File: config.mk
export PLATFORM = sky130hd
export DESIGN_NAME = decimal_text_to_fixed_point_unit_flat
export DESIGN_NICKNAME = d
export VERILOG_FILES = /design/src/rtl/core/dtf_pkg.sv /design/src/rtl/core/dtf_if.sv /design/src/rtl/core/decimal_text_to_fixed_point_unit.sv /design/src/rtl/core/dtf_front.sv /design/src/rtl/core/dtf_queue.sv /design/src/rtl/core/dtf_back.sv /design/src/flat_wrapper.sv
export SDC_FILE = /design/constraint.sdc
export NUM_CORES = 1
export LEC_CHECK = 0
export BUFFER_PORTS_ARGS = -buffer_cell sky130_fd_sc_hd__buf_2
export CORE_MARGIN = 2
export CORE_UTILIZATION = 25
export CTS_CLUSTER_DIAMETER = 50
export DETAILED_ROUTE_END_ITERATION = 7
export MAX_ROUTING_LAYER = met4
export PLACE_DENSITY_LB_ADDON = 0.05
export REMOVE_ABC_BUFFERS = 1
export SLEW_MARGIN = 10
export SYNTH_ARGS = -nofsm -noshare
export SYNTH_HDL_FRONTEND = slang
export SYNTH_SLANG_ARGS = --single-unit
File: constraint.sdc
create_clock -name clk -period 6 [get_ports clk]
set_input_delay 0.6 -clock clk [delete_from_list [all_inputs] [get_ports clk]]
set_output_delay 0.6 -clock clk [all_outputs]
set_load 0.02 [all_outputs]
File: src/rtl/core/dtf_pkg.sv
// shared constants, character codes, state encodings and the power-of-ten table
// for the decimal text to fixed point unit; no dependencies
package dtf_pkg;

  // default format and limits
  localparam int INT_BITS_DEF        = 16;
  localparam int FRAC_BITS_DEF       = 32;
  localparam int MAX_FRAC_DIGITS_DEF = 9;

  // character width, fraction mantissa width (nine digits) and digit count width
  localparam int CHAR_W  = 8;
  localparam int MANT_W  = 30;
  localparam int CNT_W   = 4;
  localparam int DIGIT_W = 4;

  // character codes
  localparam logic [CHAR_W-1:0] CH_NUL   = 8'd0;
  localparam logic [CHAR_W-1:0] CH_TAB   = 8'd9;
  localparam logic [CHAR_W-1:0] CH_CR    = 8'd13;
  localparam logic [CHAR_W-1:0] CH_SPACE = 8'd32;
  localparam logic [CHAR_W-1:0] CH_PLUS  = 8'd43;
  localparam logic [CHAR_W-1:0] CH_MINUS = 8'd45;
  localparam logic [CHAR_W-1:0] CH_DOT   = 8'd46;
  localparam logic [CHAR_W-1:0] CH_ZERO  = 8'd48;
  localparam logic [CHAR_W-1:0] CH_NINE  = 8'd57;

  // parser phases
  typedef enum logic [4:0] {
    PH_WS   = 5'b00001,
    PH_INT  = 5'b00010,
    PH_FRAC = 5'b00100,
    PH_TAIL = 5'b01000,
    PH_SKIP = 5'b10000
  } phase_t;

  // divider states
  typedef enum logic [2:0] {
    BK_IDLE = 3'b001,
    BK_DIV  = 3'b010,
    BK_DONE = 3'b100
  } back_state_t;

  // 10^n for n = 0..9
  function automatic logic [MANT_W-1:0] pow10(input logic [CNT_W-1:0] n);
    logic [MANT_W-1:0] p;
    case (n)
      4'd0:    p = 30'd1;
      4'd1:    p = 30'd10;
      4'd2:    p = 30'd100;
      4'd3:    p = 30'd1000;
      4'd4:    p = 30'd10000;
      4'd5:    p = 30'd100000;
      4'd6:    p = 30'd1000000;
      4'd7:    p = 30'd10000000;
      4'd8:    p = 30'd100000000;
      4'd9:    p = 30'd1000000000;
      default: p = 30'd1000000000;
    endcase
    return p;
  endfunction

endpackage

File: src/rtl/core/dtf_if.sv
// valid/ready channel interfaces for character input and result output
// depends on dtf_pkg
interface dtf_char_if;
  logic                         valid;
  logic                         ready;
  logic [dtf_pkg::CHAR_W-1:0]   char_code;

  modport source (output valid, output char_code, input ready);
  modport sink   (input valid, input char_code, output ready);
endinterface

interface dtf_res_if #(
  parameter int VALUE_W = dtf_pkg::INT_BITS_DEF + dtf_pkg::FRAC_BITS_DEF
);
  logic                      valid;
  logic                      ready;
  logic signed [VALUE_W-1:0] value;
  logic                      valid_res;
  logic                      overflow;

  modport source (output valid, output value, output valid_res, output overflow,
                  input ready);
  modport sink   (input valid, input value, input valid_res, input overflow,
                  output ready);
endinterface

File: src/rtl/core/decimal_text_to_fixed_point_unit.sv
// top level of the decimal text to fixed point unit
// depends on dtf_pkg, dtf_if, dtf_front, dtf_queue and dtf_back
//
// Reads a decimal number as text, one character per item, and returns one
// signed fixed point result (INT_BITS integer, FRAC_BITS fraction bits) with a
// strict format flag and an integer overflow flag for each string ended by
// byte 0. The parser takes one character per cycle while the queue has room.
// A terminator hands a job to a two-entry queue. The divider takes a job
// only when idle, produces the scaled fraction one quotient bit per cycle,
// loads the result register once the output is free and only then takes
// the next job; meanwhile later jobs wait in the queue, and the parser
// stalls whenever the queue is full.
module decimal_text_to_fixed_point_unit #(
  parameter int INT_BITS        = dtf_pkg::INT_BITS_DEF,
  parameter int FRAC_BITS       = dtf_pkg::FRAC_BITS_DEF,
  parameter int MAX_FRAC_DIGITS = dtf_pkg::MAX_FRAC_DIGITS_DEF
) (
  input  logic      clk,
  input  logic      rst,
  dtf_char_if.sink  chars,
  dtf_res_if.source results
);

  localparam int JOB_W = INT_BITS - 1 + dtf_pkg::MANT_W + dtf_pkg::CNT_W + 3;

  logic             fq_valid, fq_ready;
  logic [JOB_W-1:0] fq_job;
  logic             qb_valid, qb_ready;
  logic [JOB_W-1:0] qb_job;

  // parser
  dtf_front #(
    .INT_BITS        (INT_BITS),
    .MAX_FRAC_DIGITS (MAX_FRAC_DIGITS),
    .JOB_W           (JOB_W)
  ) u_front (
    .clk       (clk),
    .rst       (rst),
    .chars     (chars),
    .job_valid (fq_valid),
    .job_ready (fq_ready),
    .job       (fq_job)
  );

  // job queue
  dtf_queue #(
    .W (JOB_W)
  ) u_queue (
    .clk        (clk),
    .rst        (rst),
    .push_valid (fq_valid),
    .push_ready (fq_ready),
    .push_data  (fq_job),
    .pop_valid  (qb_valid),
    .pop_ready  (qb_ready),
    .pop_data   (qb_job)
  );

  // divider and result register
  dtf_back #(
    .INT_BITS  (INT_BITS),
    .FRAC_BITS (FRAC_BITS),
    .JOB_W     (JOB_W)
  ) u_back (
    .clk       (clk),
    .rst       (rst),
    .job_valid (qb_valid),
    .job_ready (qb_ready),
    .job       (qb_job),
    .results   (results)
  );

endmodule

File: src/rtl/core/dtf_front.sv
// character parser: classifies each item, accumulates integer and fraction
// digits and hands a job to the queue on the terminator; depends on dtf_pkg and dtf_if
module dtf_front #(
  parameter int INT_BITS        = dtf_pkg::INT_BITS_DEF,
  parameter int MAX_FRAC_DIGITS = dtf_pkg::MAX_FRAC_DIGITS_DEF,
  parameter int JOB_W           = INT_BITS - 1 + dtf_pkg::MANT_W + dtf_pkg::CNT_W + 3
) (
  input  logic             clk,
  input  logic             rst,
  dtf_char_if.sink         chars,
  output logic             job_valid,
  input  logic             job_ready,
  output logic [JOB_W-1:0] job
);

  localparam int ACC_W = INT_BITS - 1;
  localparam int PRD_W = INT_BITS + 3;
  localparam logic [ACC_W-1:0] IMAX = '1;

  typedef struct packed {
    logic                         neg;
    logic [ACC_W-1:0]             acc;
    logic                         sat;
    logic [dtf_pkg::MANT_W-1:0]   mant;
    logic [dtf_pkg::CNT_W-1:0]    cnt;
    logic                         ok;
  } job_t;

  dtf_pkg::phase_t              phase, phase_next;
  logic                         neg, neg_next;
  logic [ACC_W-1:0]             acc, acc_next;
  logic                         sat, sat_next;
  logic [dtf_pkg::MANT_W-1:0]   mant, mant_next;
  logic [dtf_pkg::CNT_W-1:0]    cnt, cnt_next;
  logic                         int_seen, int_seen_next;

  logic [dtf_pkg::CHAR_W-1:0]   c;
  logic                         accept;
  logic                         is_term, is_space, is_digit;
  logic [dtf_pkg::DIGIT_W-1:0]  d;
  logic [PRD_W-1:0]             int_prod;
  logic [dtf_pkg::MANT_W-1:0]   frac_prod;
  logic                         ok;
  job_t                         job_s;

  assign c           = chars.char_code;
  assign chars.ready = job_ready;
  assign accept      = chars.valid & job_ready;

  // character classes
  always_comb begin
    is_term  = (c == dtf_pkg::CH_NUL);
    is_space = (c == dtf_pkg::CH_SPACE) || (c inside {[dtf_pkg::CH_TAB:dtf_pkg::CH_CR]});
    is_digit = c inside {[dtf_pkg::CH_ZERO:dtf_pkg::CH_NINE]};
  end

  assign d = dtf_pkg::DIGIT_W'(c - dtf_pkg::CH_ZERO);

  // acc * 10 + d and mant * 10 + d as shift-adds
  assign int_prod  = PRD_W'({acc, 3'b000}) + PRD_W'({acc, 1'b0}) + PRD_W'(d);
  assign frac_prod = dtf_pkg::MANT_W'({mant, 3'b000}) + dtf_pkg::MANT_W'({mant, 1'b0})
                   + dtf_pkg::MANT_W'(d);

  // strict format check at the terminator
  always_comb begin
    case (phase)
      dtf_pkg::PH_INT:  ok = int_seen;
      dtf_pkg::PH_FRAC: ok = (cnt != '0);
      dtf_pkg::PH_TAIL: ok = 1'b1;
      default:          ok = 1'b0;
    endcase
  end

  // job handed to the divider
  always_comb begin
    job_s.neg  = neg;
    job_s.acc  = acc;
    job_s.sat  = sat;
    job_s.mant = mant;
    job_s.cnt  = cnt;
    job_s.ok   = ok;
  end

  assign job       = job_s;
  assign job_valid = chars.valid & is_term;

  // parser next state
  always_comb begin
    phase_next    = phase;
    neg_next      = neg;
    acc_next      = acc;
    sat_next      = sat;
    mant_next     = mant;
    cnt_next      = cnt;
    int_seen_next = int_seen;

    if (is_term) begin
      phase_next    = dtf_pkg::PH_WS;
      neg_next      = 1'b0;
      acc_next      = '0;
      sat_next      = 1'b0;
      mant_next     = '0;
      cnt_next      = '0;
      int_seen_next = 1'b0;
    end else begin
      case (phase)
        dtf_pkg::PH_WS: begin
          if (is_space) begin
            phase_next = dtf_pkg::PH_WS;
          end else if (c == dtf_pkg::CH_MINUS) begin
            neg_next   = 1'b1;
            phase_next = dtf_pkg::PH_INT;
          end else if (c == dtf_pkg::CH_PLUS) begin
            phase_next = dtf_pkg::PH_INT;
          end else if (is_digit) begin
            phase_next = dtf_pkg::PH_INT;
          end else if (c == dtf_pkg::CH_DOT) begin
            phase_next = dtf_pkg::PH_FRAC;
          end else begin
            phase_next = dtf_pkg::PH_SKIP;
          end
        end
        dtf_pkg::PH_INT: begin
          if (is_digit) begin
            phase_next = dtf_pkg::PH_INT;
          end else if (c == dtf_pkg::CH_DOT) begin
            phase_next = dtf_pkg::PH_FRAC;
          end else begin
            phase_next = dtf_pkg::PH_SKIP;
          end
        end
        dtf_pkg::PH_FRAC: begin
          if (is_digit) begin
            if (cnt < dtf_pkg::CNT_W'(MAX_FRAC_DIGITS)) begin
              mant_next = frac_prod;
              cnt_next  = cnt + 1'b1;
            end
          end else if ((cnt != '0) && is_space) begin
            phase_next = dtf_pkg::PH_TAIL;
          end else begin
            phase_next = dtf_pkg::PH_SKIP;
          end
        end
        dtf_pkg::PH_TAIL: begin
          if (!is_space) begin
            phase_next = dtf_pkg::PH_SKIP;
          end
        end
        default: begin
          phase_next = dtf_pkg::PH_SKIP;
        end
      endcase

      // integer digit in the whitespace or integer phase, saturating
      if (is_digit && (phase == dtf_pkg::PH_WS || phase == dtf_pkg::PH_INT)) begin
        int_seen_next = 1'b1;
        if (int_prod > PRD_W'(IMAX)) begin
          acc_next = IMAX;
          sat_next = 1'b1;
        end else begin
          acc_next = ACC_W'(int_prod);
        end
      end
    end
  end

  // parser registers
  always_ff @(posedge clk) begin
    if (rst) begin
      phase    <= dtf_pkg::PH_WS;
      neg      <= 1'b0;
      acc      <= '0;
      sat      <= 1'b0;
      mant     <= '0;
      cnt      <= '0;
      int_seen <= 1'b0;
    end else if (accept) begin
      phase    <= phase_next;
      neg      <= neg_next;
      acc      <= acc_next;
      sat      <= sat_next;
      mant     <= mant_next;
      cnt      <= cnt_next;
      int_seen <= int_seen_next;
    end
  end

endmodule

File: src/rtl/core/dtf_queue.sv
// two-entry job queue between parser and divider
// no dependencies
module dtf_queue #(
  parameter int W = 8
) (
  input  logic         clk,
  input  logic         rst,
  input  logic         push_valid,
  output logic         push_ready,
  input  logic [W-1:0] push_data,
  output logic         pop_valid,
  input  logic         pop_ready,
  output logic [W-1:0] pop_data
);

  logic [W-1:0] entry [2];
  logic         wr_ptr;
  logic         rd_ptr;
  logic [1:0]   count;
  logic         push, pop;

  assign push_ready = (count != 2'd2);
  assign pop_valid  = (count != 2'd0);
  assign pop_data   = entry[rd_ptr];
  assign push       = push_valid & push_ready;
  assign pop        = pop_valid & pop_ready;

  // storage
  always_ff @(posedge clk) begin
    if (push) begin
      entry[wr_ptr] <= push_data;
    end
  end

  // pointers and fill count
  always_ff @(posedge clk) begin
    if (rst) begin
      wr_ptr <= 1'b0;
      rd_ptr <= 1'b0;
      count  <= 2'd0;
    end else begin
      if (push) begin
        wr_ptr <= ~wr_ptr;
      end
      if (pop) begin
        rd_ptr <= ~rd_ptr;
      end
      case ({push, pop})
        2'b10:   count <= count + 2'd1;
        2'b01:   count <= count - 2'd1;
        default: count <= count;
      endcase
    end
  end

endmodule

File: src/rtl/core/dtf_back.sv
// fraction scaling by restoring division, sign application and result register
// depends on dtf_pkg and dtf_if
module dtf_back #(
  parameter int INT_BITS  = dtf_pkg::INT_BITS_DEF,
  parameter int FRAC_BITS = dtf_pkg::FRAC_BITS_DEF,
  parameter int JOB_W     = INT_BITS - 1 + dtf_pkg::MANT_W + dtf_pkg::CNT_W + 3
) (
  input  logic             clk,
  input  logic             rst,
  input  logic             job_valid,
  output logic             job_ready,
  input  logic [JOB_W-1:0] job,
  dtf_res_if.source        results
);

  localparam int ACC_W   = INT_BITS - 1;
  localparam int VALUE_W = INT_BITS + FRAC_BITS;
  localparam int ITER_W  = $clog2(FRAC_BITS);
  localparam int REM_W   = dtf_pkg::MANT_W;

  typedef struct packed {
    logic                         neg;
    logic [ACC_W-1:0]             acc;
    logic                         sat;
    logic [dtf_pkg::MANT_W-1:0]   mant;
    logic [dtf_pkg::CNT_W-1:0]    cnt;
    logic                         ok;
  } job_t;

  dtf_pkg::back_state_t state;
  job_t                 job_s;
  logic                 neg;
  logic [ACC_W-1:0]     acc;
  logic                 sat;
  logic                 ok;
  logic [REM_W-1:0]     divisor;
  logic [REM_W-1:0]     rem;
  logic [FRAC_BITS-1:0] quo;
  logic [ITER_W-1:0]    iter;

  logic [REM_W:0]       rem2;
  logic                 ge;
  logic [VALUE_W-1:0]   mag;
  logic [VALUE_W-1:0]   signed_val;
  logic                 out_free;

  assign job_s     = job;
  assign job_ready = (state == dtf_pkg::BK_IDLE);
  assign out_free  = !results.valid || results.ready;

  // one quotient bit per cycle
  assign rem2 = {rem, 1'b0};
  assign ge   = (rem2 >= {1'b0, divisor});

  // integer part and scaled fraction sit side by side, then the sign
  assign mag        = {1'b0, acc, quo};
  assign signed_val = neg ? (VALUE_W'(0) - mag) : mag;

  // divider sequencer
  always_ff @(posedge clk) begin
    if (rst) begin
      state <= dtf_pkg::BK_IDLE;
      iter  <= '0;
    end else begin
      case (state)
        dtf_pkg::BK_IDLE: begin
          if (job_valid) begin
            iter  <= '0;
            state <= dtf_pkg::BK_DIV;
          end
        end
        dtf_pkg::BK_DIV: begin
          iter <= iter + 1'b1;
          if (iter == ITER_W'(FRAC_BITS - 1)) begin
            state <= dtf_pkg::BK_DONE;
          end
        end
        dtf_pkg::BK_DONE: begin
          if (out_free) begin
            state <= dtf_pkg::BK_IDLE;
          end
        end
        default: begin
          state <= dtf_pkg::BK_IDLE;
        end
      endcase
    end
  end

  // job and divider datapath
  always_ff @(posedge clk) begin
    if (state == dtf_pkg::BK_IDLE && job_valid) begin
      neg     <= job_s.neg;
      acc     <= job_s.acc;
      sat     <= job_s.sat;
      ok      <= job_s.ok;
      divisor <= dtf_pkg::pow10(job_s.cnt);
      rem     <= job_s.mant;
      quo     <= '0;
    end else if (state == dtf_pkg::BK_DIV) begin
      rem <= ge ? REM_W'(rem2 - {1'b0, divisor}) : REM_W'(rem2);
      quo <= {quo[FRAC_BITS-2:0], ge};
    end
  end

  // result register
  always_ff @(posedge clk) begin
    if (rst) begin
      results.valid <= 1'b0;
    end else if (state == dtf_pkg::BK_DONE && out_free) begin
      results.valid <= 1'b1;
    end else if (results.ready) begin
      results.valid <= 1'b0;
    end
  end

  always_ff @(posedge clk) begin
    if (state == dtf_pkg::BK_DONE && out_free) begin
      results.value     <= signed_val;
      results.valid_res <= ok;
      results.overflow  <= sat;
    end
  end

endmodule

File: src/flat_wrapper.sv
// flat-port wrapper written by rule: the top's interface ports become plain ports
module decimal_text_to_fixed_point_unit_flat 
#(
  parameter int INT_BITS        = dtf_pkg::INT_BITS_DEF,
  parameter int FRAC_BITS       = dtf_pkg::FRAC_BITS_DEF,
  parameter int MAX_FRAC_DIGITS = dtf_pkg::MAX_FRAC_DIGITS_DEF
)
  (clk, rst, chars_valid, chars_char_code, chars_ready, results_valid, results_value, results_valid_res, results_overflow, results_ready);
  dtf_char_if chars_i ();
  dtf_res_if #(.VALUE_W((dtf_pkg::INT_BITS_DEF + dtf_pkg::FRAC_BITS_DEF))) results_i ();
  input  logic clk;
  input  logic rst;
  input wire logic [$bits(chars_i.valid)-1:0] chars_valid;
  input wire logic [$bits(chars_i.char_code)-1:0] chars_char_code;
  output wire logic [$bits(chars_i.ready)-1:0] chars_ready;
  output wire logic [$bits(results_i.valid)-1:0] results_valid;
  output wire logic [$bits(results_i.value)-1:0] results_value;
  output wire logic [$bits(results_i.valid_res)-1:0] results_valid_res;
  output wire logic [$bits(results_i.overflow)-1:0] results_overflow;
  input wire logic [$bits(results_i.ready)-1:0] results_ready;
  assign chars_i.valid = chars_valid;
  assign chars_i.char_code = chars_char_code;
  assign chars_ready = chars_i.ready;
  assign results_valid = results_i.valid;
  assign results_value = results_i.value;
  assign results_valid_res = results_i.valid_res;
  assign results_overflow = results_i.overflow;
  assign results_i.ready = results_ready;
  decimal_text_to_fixed_point_unit #(.INT_BITS(INT_BITS), .FRAC_BITS(FRAC_BITS), .MAX_FRAC_DIGITS(MAX_FRAC_DIGITS)) u_core (.clk(clk), .rst(rst), .chars(chars_i), .results(results_i));
endmodule
# Yosys cells after proc, flatten, opt, wreduce, memory -nomap -nowiden
# Memories as Yosys holds them, arrays and structs flattened. A register that Yosys moved wholly into a read port is not among the register bits.
# Cells that the tools add are included.
dict set report classes {
  n_addsub 11
  order_cmp 7
  bitwise 6
  n_mux 48
  n_eq_ne 21
  reduce_logical 31
}
# cell count
set op_table {}
lappend op_table {{$mux W30} 7}
lappend op_table {{$mux W5} 10}
lappend op_table {{$sub A1 B47 Y48 const A} 1}
lappend op_table {{$mux W47} 1}
lappend op_table {{$mux W15} 3}
lappend op_table {{$eq A8 B6 Y1 const B} 4}
lappend op_table {{$ge A31 B30 Y1} 1}
lappend op_table {{$add A30 B30 Y30} 1}
lappend op_table {{$add A30 B4 Y30} 1}
lappend op_table {{$sub A30 B30 Y30} 1}
lappend op_table {{$reduce_bool A2 Y1} 12}
lappend op_table {{$pmux W5 S4} 1}
lappend op_table {{$add A18 B16 Y19} 1}
lappend op_table {{$add A19 B4 Y19} 1}
lappend op_table {{$gt A19 B15 Y1 const B} 1}
lappend op_table {{$mux W4} 4}
lappend op_table {{$mux W1} 15}
lappend op_table {{$ne A2 B2 Y1 const B} 5}
lappend op_table {{$pmux W5 S2} 1}
lappend op_table {{$mux W3} 3}
lappend op_table {{$pmux W3 S3} 1}
lappend op_table {{$reduce_and A3 Y1} 3}
lappend op_table {{$ge A8 B4 Y1 const B} 1}
lappend op_table {{$ge A8 B6 Y1 const B} 1}
lappend op_table {{30 further kinds} 44}
dict set report word_totals {
  input_bits 12
  mem_bits_rw 104
  register_bits 200
  out_inout_bits 52
  mem_count 2
  rom_bits 480
  word_cells 149
}
# name depth word_bits read_ports rd_clocked_by_memory_dff wr line
set memory_table {}
lappend memory_table {{(name not given)} 16 30 1 1 0 dtf_pkg.sv:46} ;# case (n)
lappend memory_table {u_core.u_queue.entry 2 52 1 1 1 dtf_queue.sv:16} ;# logic [W-1:0] entry [2];

# Longest topological paths before layout
# Gate-level depths: netlist (run 1).
dict set report depth {
  depth_word 8
  mapped_depth 14
  ltp_nobuf 13
}

# Modules after synthesis
# From an unflattened synthesis (run 1), not the netlist that was laid out.
dict set report unflattened {
  hier_cells 1661
  area_unflattened_um2 17656.9
}
# mod instances cells_per_inst seq_area_each_um2 area_each_um2
set modules_own_cells {}
lappend modules_own_cells {dtf_back 1 882 4454.3 8757.1}
lappend modules_own_cells {dtf_front 1 593 1141.1 4938.5}
lappend modules_own_cells {dtf_queue 1 186 3223.1 3961.3}

# Worst setup path after synthesis (run 1)
# OpenSTA, ideal clock, no wires.
dict set report synth_timing {
  kind {input-to-reg}
  start {input port chars_char_code[4]}
  end {memory u_core.u_queue.entry[0][0] (netlist bit), enable pin}
  t_arrival_ns 4.008
  setup_time_ns 0.462
  path_buffers 1
  required_ns 5.538
  path_stages 6
  path_slack_ns 1.530
  cell_sequence {nor3_1 > nand3_1 > nor2_1 > inv_1 > clkbuf_1 > nor2_1}
}
dict set report synth_via {
  elab_chain_len 5
}
# element line
set synth_rtl {}
lappend synth_rtl {{start: declaration} flat_wrapper.sv:14} ;# input wire logic [$bits(chars_i.char_code)-1:0] chars_char_code;
lappend synth_rtl {{$logic_not A8 Y1} dtf_front.sv:52} ;# is_term = (c == dtf_pkg::CH_NUL);
lappend synth_rtl {{$and A1 B1 Y1} dtf_front.sv:85} ;# assign job_valid = chars.valid & is_term;
lappend synth_rtl {{$and A1 B1 Y1} dtf_queue.sv:25} ;# assign push = push_valid & push_ready;
lappend synth_rtl {{$mux W1} dtf_queue.sv:30} ;# if (push) begin
lappend synth_rtl {{$mux W1 (implied by the code)} dtf_queue.sv:31} ;# entry[wr_ptr] <= push_data;
lappend synth_rtl {{end: declaration} dtf_queue.sv:16}
# Every way passes these cells.

# Final worst setup path (run 1)
dict set report layout_timing {
  start {register u_core.u_back.divisor[1]}
  end {register u_core.u_back.rem[1] (data pin)}
}
dict set report layout_via {
  elab_chain_len 4
  elab_cells_between_ends 5
  cone_classes {add/sub: 1; order compare: 1; mux: 3}
}
# element line
set layout_rtl {}
lappend layout_rtl {{start: declaration} dtf_back.sv:36} ;# logic [REM_W-1:0] divisor;
lappend layout_rtl {{$sub A30 B30 Y30 / $ge A31 B30 Y1 (equally long branches)} {dtf_back.sv:101, dtf_back.sv:53}}
lappend layout_rtl {{$mux W30 *} dtf_back.sv:101} ;# rem <= ge ? REM_W'(rem2 - {1'b0, divisor}) : REM_W'(rem2);
lappend layout_rtl {{$mux W30 *} dtf_back.sv:100} ;# end else if (state == dtf_pkg::BK_DIV) begin
lappend layout_rtl {{$mux W30 *} dtf_back.sv:92} ;# if (state == dtf_pkg::BK_IDLE && job_valid) begin
lappend layout_rtl {{end signal: assignment} dtf_back.sv:98} ;# rem <= job_s.mant;
lappend layout_rtl {{end signal: assignment} dtf_back.sv:101}
lappend layout_rtl {{end: declaration} dtf_back.sv:37} ;# logic [REM_W-1:0] rem;
# Every way passes the cells marked *; elsewhere a longest branch is shown, timed or not. The select of a mux whose other input is x is not followed.
# A chain may end at the register's enable or synchronous reset.

==> out/qor.csv, run 1 <==
metric,value,unit
pin_count,64,
arrival,4.34,ns
vias,12500,
yosys_warnings,0,
synth-seq-cells,328,
place_hpwl,32.3,mm
synth_cell_type_count,72,
drive_above_1_share,13.4,%
register_area,0.00882,mm2
antenna_found_initial,0,
clock-sinks,328,
synth.avg_cell_area,10.6,um2
synth_top_area_share,38.6,%
end_kind,register,
worstHoldPathType,in -> reg,
clk_pin_slew,0.05,ns
yosysSeqAreaShare,50.4,%
final.period_utilization,67.6,%
cts_max_level,2,
cts_hold_buf,0,
finalHoldViolCount,0,
met3_usage,2.16,%
cts_resized,0,
stdcell_count,2705,
dpl.cell_count,2608,
setup_tns,0,ns
cp_max_fo,24,
grtUsageMet2,20.9,%
outcome,finished clean,
nets,1874,
gp_congestion,0.788,
coreArea,0.0689,mm2
rsz0062_at_grt,false,
cts.path.max_buffers,3,
port_buffers,63,
busiest_layer,met2,
die_area,0.0721,mm2
syn-instance-count,1654,
period_needed,4.06,ns
ir_drop,0.190,mV
tightest_slew,1.06,ns
path_class,reg -> reg,
multi_input_area,0.00823,mm2
numCtsBuffers,52,
synth-edff-count,225,
clk_latency,0.59,ns
area_growth_syn_to_layout,18.8,%
yosys-top-cells-area,"edfxtp_1 39%, dfxtp_1 12%, ha_1 9.0%",
maxSlewHeadroom,29.2,%
vias_per_cell,4.62,
synthArstFlopShare,0,%
fin_worst_skew,0.0244,ns
synth_area,0.0175,mm2
cts_tree,done,
slew_viol_final,0,
critPathLaunchType,register,
ys.flop_type,edfxtp_1,
use_met1,17.6,%
cap_violations,0,
rows,96,
setup_viol,0,
grt_first_pass_wirelength,73.0,mm
grt_util_all_layers,13.2,%
clock.fmax,246,MHz
totalWireLength,45.8,mm
initial_core_util,25.4,%
grt_max_degree,75,
wl_per_cell,16.9,um
drt_iter0_drc,540,
cts-root-buf,clkbuf_16,
drc,0,
post_cts_buffers,0,
power_density,318,mW/mm2
leakage,7.88,nW
cp.required,6.29,ns
grt_pass1_vias,12600,
fillerInstances,7209,
die_h,269,um
die_w,269,um
firstDrtPassIters,5,
grt_overflow,0,
ant_nets,0,
yosysTopAreaCell,edfxtp_1,
## critical path, stage by stage (launching register included)
cell,delay (ns)
edfxtp_1,0.37
inv_1,0.06
ha_1,0.30
nor2b_1,0.15
o31a_1,0.29
o31ai_1,0.60
o21ai_0,0.22
buf_4,0.20
a211oi_1,0.26
o2111a_2,0.55
buf_4,0.34
nor2_1,0.07
a211oi_1,0.27
a21oi_1,0.07
## routing by layer
metal / vias to the layer above / wire, um / part of all wire (%)
met3: 60 / 1500 / 3.3
met2: 174 / 21100 / 46
met5: - / 0 / 0
met4: 0 / 889 / 1.9
li1: 6302 / - / -
met1: 5974 / 22300 / 49
## path summary, 6_finish.rpt
check                                         start                                        to  slack (ns)  depth (start not counted)
max reg2reg  u_core.u_back.divisor[1]$_SDFFCE_PP0P_            u_core.u_back.rem[1]$_DFFE_PP_        1.94                         13
max          u_core.u_back.divisor[1]$_SDFFCE_PP0P_            u_core.u_back.rem[1]$_DFFE_PP_        1.94                         13
min reg2reg             u_core.u_back.sat$_DFFE_PP_  u_core.u_back.results.overflow$_DFFE_PP_        0.42                          0
min                              chars_char_code[0]       u_core.u_front.mant[0]$_SDFFE_PP0P_        0.38                          3
## synthesized netlist by cell type, drive strengths merged, types with 4 or more instances
cell     instances
nor3            46
or4              9
o31a             4
nand4            9
mux2i           35
xnor2           76
o211ai           5
a211oi          46
fa               5
a2111oi          4
or3              8
nor2           102
edfxtp         225
a21oi          138
o31ai           16
a31o             6
o21bai           6
nand2b          22
nand3b           6
nor2b           15
nor3b            5
ha             126
o21a            17
a21o            27
a31oi           10
buf              5
and3            18
a21boi           9
a22oi            5
mux2            23
nand3           35
and2             7
o41ai            9
o22ai            4
or2              8
xor2            22
clkbuf          61
nor4             9
nand2          158
inv             61
nor4b            5
o21ai          112
dfxtp          103
## logic make-up after synthesis
group           count (synthesis)  synth area share (%)
compound gates                443                  15.8
flops                         328                  50.4
simple gates                  469                  13.1
mux                            58                  3.48
fa+ha+maj                     131                  9.58
xor+xnor                       98                  4.91
buf+inv                       127                  2.72
## placed cells by master, fill, tap and decap left out, types with 9 or more instances in the layout
cell | synthesis | final
mux2i_1 | 35 | 35
o31ai_1 | 16 | 16
inv_1 | 61 | 60
nand2b_1 | 21 | 21
nand3_1 | 35 | 35
edfxtp_1 | 225 | 225
xor2_1 | 22 | 22
xnor2_1 | 76 | 76
a21oi_1 | 138 | 138
ha_1 | 126 | 126
buf_2 | 0 | 63
o21ai_0 | 110 | 110
a31oi_1 | 10 | 10
clkbuf_16 | 0 | 53
nand2_1 | 158 | 158
nor2_1 | 102 | 100
buf_4 | 0 | 26
mux2_2 | 23 | 23
dfxtp_1 | 103 | 102
nand4_1 | 9 | 9
nor2b_1 | 15 | 15
nor3_1 | 46 | 45
a211oi_1 | 46 | 46
a21o_1 | 27 | 27
a21boi_0 | 9 | 9
and3_1 | 18 | 17
o21a_1 | 17 | 17
## sequential cells by signal, summed over array words and instances (netlist names), named ones only
| register | cells |
|---|---|
| u_core.u_queue.rd_ptr | 1 |
| u_core.u_back.results.valid | 1 |
| u_core.u_front.acc | 15 |
| u_core.u_queue.wr_ptr | 1 |
| u_core.u_back.divisor | 23 |
| u_core.u_front.sat | 1 |
| u_core.u_front.phase | 5 |
| u_core.u_back.ok | 1 |
| u_core.u_back.state | 3 |
| u_core.u_back.sat | 1 |
| u_core.u_back.results.overflow | 1 |
| u_core.u_front.int_seen | 1 |
| u_core.u_back.acc | 15 |
| u_core.u_queue.count | 2 |
| u_core.u_front.mant | 30 |
| u_core.u_front.neg | 1 |
| u_core.u_queue.entry | 104 |
| u_core.u_back.iter | 5 |
| u_core.u_back.results.valid_res | 1 |
| u_core.u_front.cnt | 4 |
| u_core.u_back.results.value | 48 |
| u_core.u_back.rem | 30 |
| u_core.u_back.quo | 32 |
| u_core.u_back.neg | 1 |
## power breakdown
part           internal (mW)  switching, mW  total (mW)
Sequential              2.53         0.0410        2.57
Clock                   1.99           1.14        3.13
Combinational          0.372          0.545       0.917
## stage by stage
step	power [mW]	hold slack, ns	cell area (um2)	setup WS (ns)	utilization [%]
floorplan	3.28	0.400	17200	1.04	-
global placement	3.55	0.404	19000	1.57	27.5
detailed placement	3.55	0.410	19000	1.56	27.5
CTS	6.75	0.338	20800	1.85	30.1
global route	6.96	0.374	20800	1.46	30.1
finish	6.61	0.375	20800	1.94	30.1
## area by class of cell
cell class,count,share of cell area (%)
clock inverters,33,2.00
multi-input cells,1199,39.6
inverters,61,1.11
repair buffers,89,2.46
flip-flops and latches,328,42.4
well taps,931,5.61
diodes,1,0.0120
clock buffers,63,6.76
(Power assumes the default switching activity.)
==> run 2: changes to the inputs <==
Clock period 6 ns to 4 ns, I/O delays scaled along.
==> out/qor.csv, run 2 (synthesis results as in run 1) <==
metric,value,unit,change
fin_worst_skew,0.0156,ns,-0.00876 ns
grt_first_pass_wirelength,73.5,mm,+0.69%
pin_count,64,,unchanged
numCtsBuffers,47,,-9.6%
cp_max_fo,6,,-75%
gp_congestion,0.755,,-4.2%
cts_resized,0,,unchanged
clock-sinks,328,,unchanged
leakage,7.83,nW,-0.54%
utilization,30.0,%,-0.18 points
rows,96,,unchanged
die_h,269,um,unchanged
drive_above_1_share,13.8,%,+0.37 points
setup_viol,0,,unchanged
hold_ws,0.180,ns,-0.195 ns
final_cell_mix,"225 x edfxtp_1, 158 x nand2_1, 137 x a21oi_1",,
finalHoldViolCount,0,,unchanged
power_density,452,mW/mm2,+42%
tightest_slew,0.941,ns,-0.118 ns
totalWireLength,46.4,mm,+1.2%
grt_pass1_vias,12700,,+1.0%
arrival,4.09,ns,-0.25 ns
regMostFlops,u_core.u_queue.entry,,
wl_per_cell,17.1,um,+0.90%
worstHoldPathType,in -> reg,,
critPathLaunchType,register,,
port_buffers,63,,unchanged
drt_iter0_drc,557,,+3.1%
end_kind,register,,
grt_util_all_layers,13.4,%,+0.17 points
clock.fmax,266,MHz,+7.8%
dpl-instance-area,0.0191,mm2,+0.82%
largest_reg_flops,104,,unchanged
p_switching,2.52,mW,+46%
p_sw_share,26.9,%,+0.83 points
stdcell_area,0.0207,mm2,-0.60%
antenna_found_initial,1,,+1
power.share.sequential,41.2,%,+2.4 points
cts-root-buf,clkbuf_16,,
final.period_utilization,94.1,%,+26 points
cts_max_level,2,,unchanged
antenna_cells,0,,-1
combPwrFrac,15.0,%,+1.1 points
clk_latency,0.58,ns,about the same
firstDrtPassIters,4,,-1
cap_violations,0,,unchanged
fillerInstances,7177,,-0.44%
multi_input_area,0.00824,mm2,about the same
pwr-share-clk,43.8,%,-3.5 points
place_hpwl,33.2,mm,+2.7%
cts.path.max_buffers,3,,unchanged
coreArea,0.0689,mm2,unchanged
clk_pin_slew,0.06,ns,about the same
drc,0,,unchanged
top_regs,"u_core.u_queue.entry: 104 flops, u_core.u_back.results.value: 48 flops, u_core.u_back.quo: 32 flops",,
ant_nets,0,,unchanged
outcome,finished clean,,
p_int,6.83,mW,+40%
cts_tree,done,,
cts_hold_buf,0,,unchanged
post_cts_buffers,0,,unchanged
path_class,reg -> reg,,
layout_commonest_cell,edfxtp_1,,
nets,1888,,+0.75%
maxSlewHeadroom,36.9,%,+7.7 points
slew_viol_final,0,,unchanged
grt_max_degree,63,,-16%
register_area,0.00882,mm2,unchanged
cp.required,4.32,ns,-1.97 ns
ir_drop,0.269,mV,+42%
vias_per_cell,4.58,,-0.95%
initial_core_util,25.4,%,unchanged
die_area,0.0721,mm2,unchanged
die_w,269,um,unchanged
area_growth_syn_to_layout,18.1,%,
vias,12400,,-0.62%
rsz0062_at_grt,false,,
grt_overflow,0,,unchanged
period_needed,3.76,ns,-0.295 ns
run 2: per-layer routing:
metal  vias up  track usage (%)  routed length [um]  part of all wire [%]
met2       136             21.5               21600                    47
met1      5900             17.7               22500                    49
met4         0             3.51                 952                   2.1
li1       6337                -                   -                     -
met3        60             1.95                1290                   2.8
met5         -                -                   0                     0
run 2: worst paths after layout:
kind | from | endpoint | slack (ns) | depth (start not counted)
setup / recovery | u_core.u_back.quo[8]$_SDFFE_PP0P_ | u_core.u_back.results.value[45]$_DFFE_PP_ | 0.24 | 9
hold / removal | results_ready | u_core.u_back.results.valid$_SDFFE_PP0P_ | 0.18 | 3
setup reg to reg | u_core.u_back.quo[8]$_SDFFE_PP0P_ | u_core.u_back.results.value[45]$_DFFE_PP_ | 0.24 | 9
hold reg to reg | u_core.u_back.ok$_DFFE_PP_ | u_core.u_back.results.valid_res$_DFFE_PP_ | 0.42 | 0
run 2: final cells by class:
type / count / share of cell area [%]
inverter: 61 / 1.12
multi-input combinational: 1199 / 39.9
clock inverter: 32 / 1.51
sequential: 328 / 42.7
tap: 931 / 5.64
timing repair buffer: 108 / 3.22
clock buffer: 55 / 5.94
run 2: worst max-delay path, stage by stage (launching register included):
cell      delay, ns
dfxtp_1        0.36
or4_4          0.57
nor4_4         0.19
or3b_4         0.44
or3_4          0.37
nand2b_4       0.17
or3_4          0.43
or4_4          0.55
o41ai_2        0.33
xnor2_1        0.09
run 2: power groups by stage:
| stage | clock, mW | sequential (mW) | combinational [mW] |
|---|---|---|---|
| floorplan | 0 | 3.93 | 1.00 |
| global placement | 0 | 3.92 | 1.43 |
| detailed placement | 0 | 3.92 | 1.42 |
| CTS | 4.25 | 3.85 | 1.44 |
| global route | 4.38 | 3.86 | 1.58 |
| finish | 4.10 | 3.85 | 1.40 |
run 2: metrics by stage:
step | std cells | worst slack, ns | TNS, ns | power, mW
after floorplan | 1588 | -0.757 | -32.89 | 4.93
after global placement | 2627 | -0.0491 | -0.108 | 5.35
after detailed placement | 2627 | -0.0808 | -0.480 | 5.35
after CTS | 2714 | 0.146 | 0 | 9.54
after global routing | 2714 | 0.0334 | 0 | 9.82
final | 2714 | 0.237 | 0 | 9.35
==> run 3: changes to the inputs <==
Settings changed: REMOVE_ABC_BUFFERS 1 to not set.
==> out/qor.csv, run 3 (synthesis results as in run 1) <==
metric,value,unit,change
coreArea,0.0689,mm2,unchanged
pin_count,64,,unchanged
combPwrFrac,14.4,%,-0.6 points
slowest_delay,0.59,ns,+0.02 ns
holdPathStages,3,,unchanged
layout_commonest_cell,edfxtp_1,,
gp_congestion,0.753,,-0.27%
firstDrtPassIters,5,,+1
nets,1893,,+0.26%
arrival,4.13,ns,+0.04 ns
p_sw_share,27.0,%,+0.10 points
grt_first_pass_wirelength,74.5,mm,+1.3%
crit_family,simple AND/OR/NAND/NOR gates,,
largest_reg_flops,104,,unchanged
antenna_cells,0,,unchanged
dpl-instance-area,0.0191,mm2,+0.16%
grt_overflow,0,,unchanged
end_kind,register,,
synth_nets,1797,,
post_cts_buffers,0,,unchanged
cts_hold_buf,0,,unchanged
clock.fmax,265,MHz,-0.45%
critPathLaunchType,register,,
stdcell_area,0.0209,mm2,+1.4%
leakage,7.95,nW,+1.5%
initial_core_util,25.4,%,unchanged
cts_resized,0,,unchanged
grt_util_all_layers,13.5,%,+0.12 points
dpl.cell_count,2626,,-0.038%
numCtsBuffers,53,,+13%
timing.critical_path.buf_inv,0,,unchanged
cap_violations,0,,unchanged
cp_cell_sequence,"or4_4, nor4_4, or3b_4, or3_4, nand2b_4, or3_4, or4_4, o41ai_2, xnor2_1",,
antenna_found_initial,0,,-1
grt_pass1_vias,12700,,-0.42%
cts.path.max_buffers,3,,unchanged
maxSlewHeadroom,34.4,%,-2.5 points
rows,96,,unchanged
drt_iter0_drc,671,,+20%
ir_drop,0.294,mV,+9.3%
cp_max_fo,7,,+1
setup_viol,0,,unchanged
clock-sinks,328,,unchanged
final.period_utilization,94.5,%,+0.42 points
final_cell_mix,"225 x edfxtp_1, 158 x nand2_1, 137 x a21oi_1",,
setup_tns,0,ns,unchanged
grt_max_degree,54,,-14%
period_needed,3.78,ns,+0.0169 ns
rsz0062_at_grt,false,,
drc,0,,unchanged
cts-root-buf,clkbuf_16,,
worstHoldPathType,in -> reg,,
cp.required,4.35,ns,+0.03 ns
regMostFlops,u_core.u_queue.entry,,
cts_tree,done,,
slew_viol_final,0,,unchanged
clk_pin_slew,0.06,ns,about the same
port_buffers,63,,unchanged
cts_max_level,2,,unchanged
multi_input_area,0.00825,mm2,+0.12%
register_area,0.00882,mm2,unchanged
path_class,reg -> reg,,
wl_per_cell,17.1,um,about the same
ant_nets,0,,unchanged
vias_per_cell,4.63,,+0.96%
clk_latency,0.60,ns,+0.02 ns
p_int,7.17,mW,+5.0%
critical_path_depth,9,,unchanged
stdcell_count,2726,,+0.44%
area_growth_syn_to_layout,19.7,%,
die_w,269,um,unchanged
hold_ws,0.172,ns,-0.00815 ns
die_area,0.0721,mm2,unchanged
power.share.sequential,39.3,%,-1.9 points
finalHoldViolCount,0,,unchanged
fin_worst_skew,0.0340,ns,+0.0183 ns
pwr-share-clk,46.3,%,+2.5 points
drive_above_1_share,14.4,%,+0.58 points
tightest_slew,0.979,ns,+0.0373 ns
reg2reg_depth,9,,unchanged
place_hpwl,32.8,mm,-1.2%
vias,12600,,+1.4%
die_h,269,um,unchanged
power_density,469,mW/mm2,+3.7%
outcome,finished clean,,
fillerInstances,7169,,-0.11%
crit_path_top_delay_cell,or4_4,,
top_regs,"u_core.u_queue.entry: 104 flops, u_core.u_back.results.value: 48 flops, u_core.u_back.quo: 32 flops",,
p_switching,2.65,mW,+5.5%
totalWireLength,46.6,mm,+0.52%
run 3: final timing paths:
kind	start	endpoint	slack, ns
hold reg to reg	u_core.u_back.ok$_DFFE_PP_	u_core.u_back.results.valid_res$_DFFE_PP_	0.44
setup reg to reg	u_core.u_back.quo[7]$_SDFFE_PP0P_	u_core.u_back.results.value[45]$_DFFE_PP_	0.22
setup / recovery	u_core.u_back.quo[7]$_SDFFE_PP0P_	u_core.u_back.results.value[45]$_DFFE_PP_	0.22
hold / removal	results_ready	u_core.u_back.results.valid$_SDFFE_PP0P_	0.17
run 3: cell type report:
type                       instances  share of cell area [%]
clock buffer                      63                    6.66
clock inverter                    37                    1.87
inverter                          61                    1.11
sequential                       328                    42.1
timing repair buffer             107                    3.32
tap                              931                    5.56
multi-input combinational       1199                    39.4
run 3: layer usage:
metal,global-route usage (%),share of wire (%),up-vias
met2,20.2,44,156
met4,3.60,2.0,0
met1,19.1,51,6030
met3,1.97,3.1,71
li1,-,-,6351
met5,-,0,-
run 3: tightest hold or removal path, cell delays in order:
cell      delay, ns
buf_2          0.09
nand2b_1       0.14
a21oi_1        0.08
run 3: through the flow:
step	total power, mW	worst slack (ns)	util [%]
2_1_floorplan	4.94	0.00293	-
3_3_place_gp	5.36	-0.00127	27.8
3_5_place_dp	5.35	0.00277	27.8
4_1_cts	10.0	0.178	30.4
5_1_grt	10.3	0.00181	30.4
6_report	9.82	0.220	30.4
run 3: power groups by stage:
stage               clock network, mW  registers [mW]  logic, mW
floorplan                           0            3.89       1.05
global placement                    0            3.92       1.44
detailed placement                  0            3.93       1.43
CTS                              4.73            3.86       1.44
global route                     4.87            3.86       1.60
finish                           4.55            3.86       1.42
